File: src/sv/rgb_color_temperature_assert.svh
// Assertion macros used by the top RTL file of the color temperature block.
`ifndef RGB_COLOR_TEMPERATURE_ASSERT_SVH
`define RGB_COLOR_TEMPERATURE_ASSERT_SVH

// Condition that must hold at every clock edge out of reset.
`define RCT_ASSERT_ALWAYS(name, expr) \
	name: assert property (@(posedge clk) disable iff (!arst_n) (expr)) \
		else $error("rgb_color_temperature: invariant violated");

// Condition that must hold in the same cycle as its trigger.
`define RCT_ASSERT_IMPLIES(name, pre, post) \
	name: assert property (@(posedge clk) disable iff (!arst_n) (pre) |-> (post)) \
		else $error("rgb_color_temperature: implication violated");

`endif

File: src/sv/rct_pkg.sv
`timescale 1ns / 1ps
`default_nettype none
package rct_pkg;

	localparam int COEF_FRAC_BITS_DEF = 16;
	localparam int RATIO_FRAC_BITS_DEF = 24;

	localparam int QUOT_BITS = 31;
	localparam logic [31:0] RATIO_LIMIT = 32'h7FFF_FFFF;

	localparam longint MAT_E5 [0:8] = '{
		-14282, 154924, -95641,
		-32466, 157837, -73191,
		-68202,  77073,  56332
	};

	localparam int HORNER_STEPS = 3;
	localparam logic signed [31:0] HORNER_INIT = 32'sd44900;
	localparam logic signed [63:0] HORNER_ADD [0:2] = '{64'sd352500, 64'sd682330, 64'sd552033};

	localparam logic [31:0] DIV100_MUL = 32'd2748779070;
	localparam int DIV100_SHIFT = 38;
	localparam logic signed [31:0] CCT_NEG_MIN = -32'sd100;
	localparam logic signed [31:0] CCT_POS_MAX = 32'sd6553600;

	localparam logic [1:0] STAT_OK = 2'd0;
	localparam logic [1:0] STAT_SAT = 2'd1;
	localparam logic [1:0] STAT_DEGEN = 2'd2;

	typedef struct packed {
		logic [15:0] red_count;
		logic [15:0] green_count;
		logic [15:0] blue_count;
	} rct_in_t;

	typedef struct packed {
		logic [15:0] color_temp_kelvin;
		logic [15:0] illuminance;
		logic [1:0]  temp_status;
		logic        lux_clamped;
	} rct_out_t;

	typedef struct packed {
		logic [15:0] lux;
		logic        lux_clamped;
		logic        degen;
		logic        sat;
	} rct_side_t;

	// Round k * 1e-5 to frac fraction bits, ties away from zero.
	function automatic longint round_e5(input longint k, input int frac);
		longint num;
		num = k * (longint'(1) <<< frac);
		if (num < 0) begin
			return (num - 50000) / 100000;
		end
		return (num + 50000) / 100000;
	endfunction

	// Round k * 1e-4 to frac fraction bits, ties away from zero.
	function automatic longint round_e4(input longint k, input int frac);
		longint num;
		num = k * (longint'(1) <<< frac);
		if (num < 0) begin
			return (num - 5000) / 10000;
		end
		return (num + 5000) / 10000;
	endfunction

endpackage
`default_nettype wire

File: src/sv/rct_matrix.sv
`timescale 1ns / 1ps
`default_nettype none
module rct_matrix #(
	parameter int COEF_FRAC_BITS = rct_pkg::COEF_FRAC_BITS_DEF
) (
	input  logic                      clk,
	input  logic                      arst_n,
	input  logic                      adv,
	input  logic                      in_vld,
	input  rct_pkg::rct_in_t          in_beat,
	output logic                      out_vld,
	output logic [COEF_FRAC_BITS+22:0] x_mag,
	output logic [COEF_FRAC_BITS+22:0] y_mag,
	output logic [COEF_FRAC_BITS+22:0] s_mag,
	output logic                      x_neg,
	output logic                      y_neg,
	output logic [15:0]               lux,
	output logic                      lux_clamped,
	output logic                      zero_sum
);
	import rct_pkg::*;

	localparam int CW = COEF_FRAC_BITS + 2;
	localparam int PW = CW + 17;
	localparam int TW = PW + 2;
	localparam int SW = TW + 2;
	localparam logic signed [TW-1:0] LUX_MIN = -(TW'(1) << COEF_FRAC_BITS);
	localparam logic signed [TW-1:0] LUX_MAX = TW'(65536) << COEF_FRAC_BITS;

	logic [15:0] ch [3];
	logic vld_s1, vld_s2, vld_s3;
	logic signed [PW-1:0] prod_s1 [9];
	logic signed [TW-1:0] trist_s2 [3];
	logic [SW-1:0] x_mag_s3, y_mag_s3, s_mag_s3;
	logic x_neg_s3, y_neg_s3, zero_s3, clamp_s3;
	logic [15:0] lux_s3;
	logic signed [SW-1:0] sum_c, x_c, y_c;
	logic signed [TW-1:0] t1;

	assign ch[0] = in_beat.red_count;
	assign ch[1] = in_beat.green_count;
	assign ch[2] = in_beat.blue_count;

	always_ff @(posedge clk or negedge arst_n) begin
		if (!arst_n) begin
			vld_s1 <= 1'b0;
			vld_s2 <= 1'b0;
			vld_s3 <= 1'b0;
		end else if (adv) begin
			vld_s1 <= in_vld;
			vld_s2 <= vld_s1;
			vld_s3 <= vld_s2;
		end
	end

	for (genvar k = 0; k < 9; k++) begin : g_prod
		localparam logic signed [CW-1:0] COEF = CW'(round_e5(MAT_E5[k], COEF_FRAC_BITS));
		always_ff @(posedge clk) begin
			if (adv) begin
				prod_s1[k] <= COEF * $signed({1'b0, ch[k % 3]});
			end
		end
	end

	always_ff @(posedge clk) begin
		if (adv) begin
			for (int i = 0; i < 3; i++) begin
				trist_s2[i] <= TW'(prod_s1[3*i]) + TW'(prod_s1[3*i+1]) + TW'(prod_s1[3*i+2]);
			end
		end
	end

	always_comb begin
		x_c = SW'(trist_s2[0]);
		y_c = SW'(trist_s2[1]);
		sum_c = x_c + y_c + SW'(trist_s2[2]);
		t1 = trist_s2[1];
	end

	always_ff @(posedge clk) begin
		if (adv) begin
			x_mag_s3 <= x_c[SW-1] ? SW'(-x_c) : x_c;
			y_mag_s3 <= y_c[SW-1] ? SW'(-y_c) : y_c;
			s_mag_s3 <= sum_c[SW-1] ? SW'(-sum_c) : sum_c;
			x_neg_s3 <= x_c[SW-1] ^ sum_c[SW-1];
			y_neg_s3 <= y_c[SW-1] ^ sum_c[SW-1];
			zero_s3 <= (sum_c == '0);
			if (t1 <= LUX_MIN) begin
				lux_s3 <= 16'd0;
				clamp_s3 <= 1'b1;
			end else if (t1 < 0) begin
				lux_s3 <= 16'd0;
				clamp_s3 <= 1'b0;
			end else if (t1 >= LUX_MAX) begin
				lux_s3 <= 16'hFFFF;
				clamp_s3 <= 1'b1;
			end else begin
				lux_s3 <= t1[COEF_FRAC_BITS +: 16];
				clamp_s3 <= 1'b0;
			end
		end
	end

	assign out_vld = vld_s3;
	assign x_mag = x_mag_s3;
	assign y_mag = y_mag_s3;
	assign s_mag = s_mag_s3;
	assign x_neg = x_neg_s3;
	assign y_neg = y_neg_s3;
	assign lux = lux_s3;
	assign lux_clamped = clamp_s3;
	assign zero_sum = zero_s3;
endmodule
`default_nettype wire

File: config.mk
export PLATFORM = sky130hd
export DESIGN_NAME = rct_matrix
export DESIGN_NICKNAME = d
export VERILOG_FILES = /design/src/sv/rgb_color_temperature_assert.svh /design/src/sv/rct_pkg.sv /design/src/sv/rct_matrix.sv
export SDC_FILE = /design/constraint.sdc
export NUM_CORES = 2
export LEC_CHECK = 0
export BUFFER_PORTS_ARGS = -buffer_cell sky130_fd_sc_hd__buf_2
export CAP_MARGIN = 40
export CORE_ASPECT_RATIO = 1.75
export CORE_MARGIN = 2
export CORE_UTILIZATION = 35
export CTS_CLUSTER_DIAMETER = 200
export DETAILED_ROUTE_END_ITERATION = 8
export GPL_TIMING_DRIVEN = 0
export REMOVE_ABC_BUFFERS = 1
export SLEW_MARGIN = 20
export SYNTH_ARGS = -nofsm -noshare
export SYNTH_HDL_FRONTEND = slang
export SYNTH_SLANG_ARGS = --single-unit
File: constraint.sdc
create_clock -name clk -period 9 [get_ports clk]
set_clock_uncertainty 0.1 [all_clocks]
set_input_delay 1.8 -clock clk [delete_from_list [all_inputs] [get_ports clk]]
set_output_delay 1.8 -clock clk [all_outputs]
set_load 0.005 [all_outputs]
-- After elaboration in Yosys (flattened, before gate mapping)
Memories as Yosys holds them, arrays and structs flattened.
Cells that the tools add are included.
- flip-flop bits (word level): 140
- latch bits: 0
- memory bits (writable): 426
- memory bits (read-only): 0
- output and inout port bits: 138
- memories: 2
- memory list (name ; depth ; width ; rd ports ; clocked after Yosys merged registers in ; write ports ; line ; RTL):
    prod_s1 ; 9 ; 35 ; 9 ; 0 ; 9 ; rct_matrix.sv:32 ; logic signed [PW-1:0] prod_s1 [9];
    trist_s2 ; 3 ; 37 ; 3 ; 0 ; 3 ; rct_matrix.sv:33 ; logic signed [TW-1:0] trist_s2 [3];
- $add $sub $neg: 11
- multiply operators: 9
- div/mod/pow operators: 0
- magnitude comparators: 3
- equality and inequality tests: 0
- shift-type cells: 0
- multiplexer cells: 8
- bitwise gates (word level): 2
- reduce and logical (&&, ||, !) cells: 2
- operator list (operator ; number):
    adder 36 x 35 -> 37 bit ; 3
    adder 35 x 35 -> 36 bit ; 3
    negator 37 -> 39 bit ; 2
    two-way mux 36 bit ; 2
    multiplier 17 x 17 -> 34 bit (first input constant) ; 2
    multiplier 16 x 17 -> 33 bit (first input constant) ; 2
    adder 38 x 37 -> 39 bit ; 1
    logical NOT 39 bit ; 1
    negator 39 bit ; 1
    adder 37 x 37 -> 38 bit ; 1
    two-way mux 38 bit ; 1
    >= comparator 37 x 34 -> 1 bit (second input constant) ; 1
    <= comparator 37 x 17 -> 1 bit (second input constant) ; 1
    < comparator 37 x 1 -> 1 bit (second input constant) ; 1
    multiplier 17 x 16 -> 33 bit (first input constant) ; 1
    multiplier 16 x 16 -> 32 bit (first input constant) ; 1
    multiplier 15 x 16 -> 31 bit (first input constant) ; 1
    multiplier 13 x 16 -> 29 bit (first input constant) ; 1
    multiplier 11 x 17 -> 28 bit (first input constant) ; 1
    two-way mux 16 bit ; 1
    two-way mux 1 bit ; 4
    OR reduction 2 bit ; 1
    XOR 1 bit ; 2

-- Longest topological paths before layout
An unclocked memory read counts as a cell.
- word-level depth: 5
- depth in mapped cells: 25
- depth with buffers taken out: 25

-- Worst setup path after synthesis
OpenSTA, ideal clock, no wires.
- kind: input -> register
- start: in in_beat[29] (netlist name)
- end: mem prod_s1[0][276] (netlist name) (data pin)
- library setup time: 0.274 ns
- arrival: 7.343 ns
- required time: 8.626 ns
- setup slack: 1.283 ns
- stages: 22
- path buffers: 0
- path through: fa_1 inv_1 fa_1 inv_1 fa_1 inv_1 fa_1 inv_1 fa_1 fa_1 ha_1 a21o_1 a21o_1 a21o_1 a2111oi_0 a21oi_1 o41ai_1 o21ai_1 o41ai_1 o21bai_1 a21oi_1 xor2_1
- RTL lines (what ; line ; RTL):
    start: declaration ; rct_matrix.sv:10 ; input rct_pkg::rct_in_t in_beat,
    end: declaration ; rct_matrix.sv:32 ;

==> metrics.yaml <==
initial_core_util: 0.351
crit_start: "in_beat[38]"
layoutNonFillerInstCount: 8851
synth_warnings: 0
antenna_found_initial: 23
cp-endpoint: "prod_s1[0][244]"
place_congestion: 0.973
crit_chain: "buf_2 > inv_1 > ha_2 > fa_1 > fa_1 > fa_1 > inv_1 > fa_1 > inv_1 > fa_1 > inv_1 > ha_1 > o21ai_0 > a21oi_1 > nand2_1 > o21ai_1 > o41ai_2 > o311ai_0 > a31o_2 > a221o_1 > a21oi_1 > xnor2_4"
dpl.hpwl_um: 183000
cp-end-kind: "flop"
yosysMostFrequentCell: "inv_1"
postRouteWirelength_um: 209000
critPathMaxStageDelay_ps: 620
htree_num_levels: 2
period_minus_slack_ps: 8760
clock-sinks: 527
seq_area_frac_synth: 0.239
placed_cells: 8743
min_path_type: "reg -> reg"
wl_per_cell_um: 23.6
netlist.area_leader.share: 0.246
grtUsageTotal: 0.218
synth_edf_count: 524
worst-path-max-fanout: 12
ys_seq_elements: 527
cts_tree: "yes"
synth-main-ff-cell: "edfxtp_1"
ys_top_cells_by_area: "fa_1 25%, edfxtp_1 24%, ha_1 22%"
num-nets-final: 8382
grt_setup_unrepaired: "no"
clkTransAtPathRegs_ps: 100
relSlewSlack: 0.377
crit_arrival_ps: 9050
cts_setup_buffers: 0
worst-path-stages: 22
fin_crit_sh: 0.973
portBuffers: 189
grt_remaining_overflow: 0
grt_max_degree: 102
synth_cell_types: 94
cp_top_family: "adder cells"
drtIter0Drc: 2134
cpMaxStageDelayCell: "ha_2"
crit_type: "in -> reg"
ctsRootBufferMaster: "clkbuf_16"
synth_common_cells: "1,348 x inv_1, 1,169 x ha_1, 810 x fa_1"
drtPass1Iterations: 5
viasPerCell: 5.04
synth_area_mm2: 0.0660
fp-row-count: 211
vias: 44575
die-area_mm2: 0.192
boundaryPins: 190
ant_nets: 0
drv_cap: 0
r2r_slack_ps: 3260
worst-r2r-cell-count: 15
syn_inst: 6102
worstReg2RegStart: "prod_s1[0][211]"
numCtsBuffers: 52
outcome: "finished clean"
required_ps: 9290
fmax_mhz: 114
yosys.area.top_type: "fa_1"
setup_violations: 0
max_slew.worst_pin.slew_ps: 935
reg2reg_to: "trist_s2[0][71]"
grt_first_pass_wirelength_um: 305000
route.detailed.drc: 0
worstPathBufferInverterCount: 5
slew_violations: 0
die_h_um: 579
clk_latency_ps: 700
hold_viol: 0
cts_buffer_depth: 3
areaGrowthSynthToFinish_pct: 9.27
drive_gt1_frac: 0.0593
grt_pass1_vias: 48399
die_x_um: 332
core-area_mm2: 0.188
fin_hold_ws_ps: 414
cpMostUsedCell: "fa_1"
cp-start-kind: "primary input"
synthArstFlopShare: 0.00569
synth.avg_cell_area_um2: 10.8
==> placed cells by master (no fill, tap or decap), drive strengths merged, types with 23 or more instances in the layout <==
master and n:
fa 810, xnor2 354, nand3 63, a211oi 32, buf 210, a21oi 279, a21o 139, nand4 23
o21ai 169, nand2b 40, clkbuf 59, o31ai 39, ha 1169, nor3 79, and3 35, o21bai 45
a31oi 30, edfxtp 524, nor2 264, or3 30, o21a 52, inv 1363, nor2b 42, xor2 92
nand2 170
==> registers in the layout, summed over array words and instances, names as in the netlist <==
register	cells
zero_sum	1
s_mag	39
y_mag	39
x_mag	39
out_vld	1
x_neg	1
lux	16
vld_s1	1
lux_clamped	1
trist_s2	111
prod_s1	276
vld_s2	1
y_neg	1
==> through the flow <==
step           cell area (µm²)   util  worst slack [ps]  TNS [ps]
2_1_floorplan            66000      -              1280         0
3_3_place_gp             70000  0.372             -2690  -1112180
3_5_place_dp             70400  0.374              -865     -7560
4_1_cts                  72100  0.383              17.8         0
5_1_grt                  72200  0.383              55.5         0
6_report                 72200  0.383               242         0
==> cell families (layout without fill, tap and decap cells) <==
kind of cell | count (synthesis) | after routing | share of synthesized area
and+or+nand+nor | 836 | 836 | 0.0625
xor gates and xnor gates | 446 | 446 | 0.0593
buffers and inverters | 1372 | 1659 | 0.0781
muxes | 4 | 4 | 0.000663
DFF | 527 | 527 | 0.239
AOI/OAI and AO/OA | 937 | 937 | 0.0931
other | 1 | 14 | 0.0000568
adders and majority gates | 1979 | 1979 | 0.467
==> worst min path at each step <==
| stage | start | end | slack, ps | depth (start not counted) |
|---|---|---|---|---|
| floorplan | vld_s1 | vld_s1 | 370 | 1 |
| global placement | vld_s2 | out_vld | 380 | 1 |
| detailed placement | out_vld | out_vld | 390 | 1 |
| CTS | out_vld | out_vld | 420 | 1 |
| global route | vld_s2 | out_vld | 440 | 1 |
| finish | out_vld | out_vld | 410 | 1 |
==> final cells by class <==
class,instances,area [µm²]
clock inverters,38,408
flip-flops and latches,527,15800
multi-input cells,4206,45200
inverters,1350,5070
well taps,2449,3060
repair buffers,214,1300
fillers,18391,116000
diodes,10,25.0
clock buffers,57,1320
==> layer usage <==
metal | vias to the layer above | track usage | wire, µm
met5 | - | 0 | 76
met4 | 12 | 0.164 | 18700
met3 | 497 | 0.0228 | 6800
met2 | 971 | 0.436 | 116000
met1 | 22212 | 0.201 | 67700
li1 | 20883 | - | -
==> timing repair <==
item                       4_1_cts  5_1_grt
resized for setup                2        4
hold endpoints to repair         0        0
hold buffers                     0        0
setup endpoints to repair        2        7
Power is left out: the tool's default activity adds up to more than one toggle a clock period on the data nets, which glitch-free logic cannot reach.
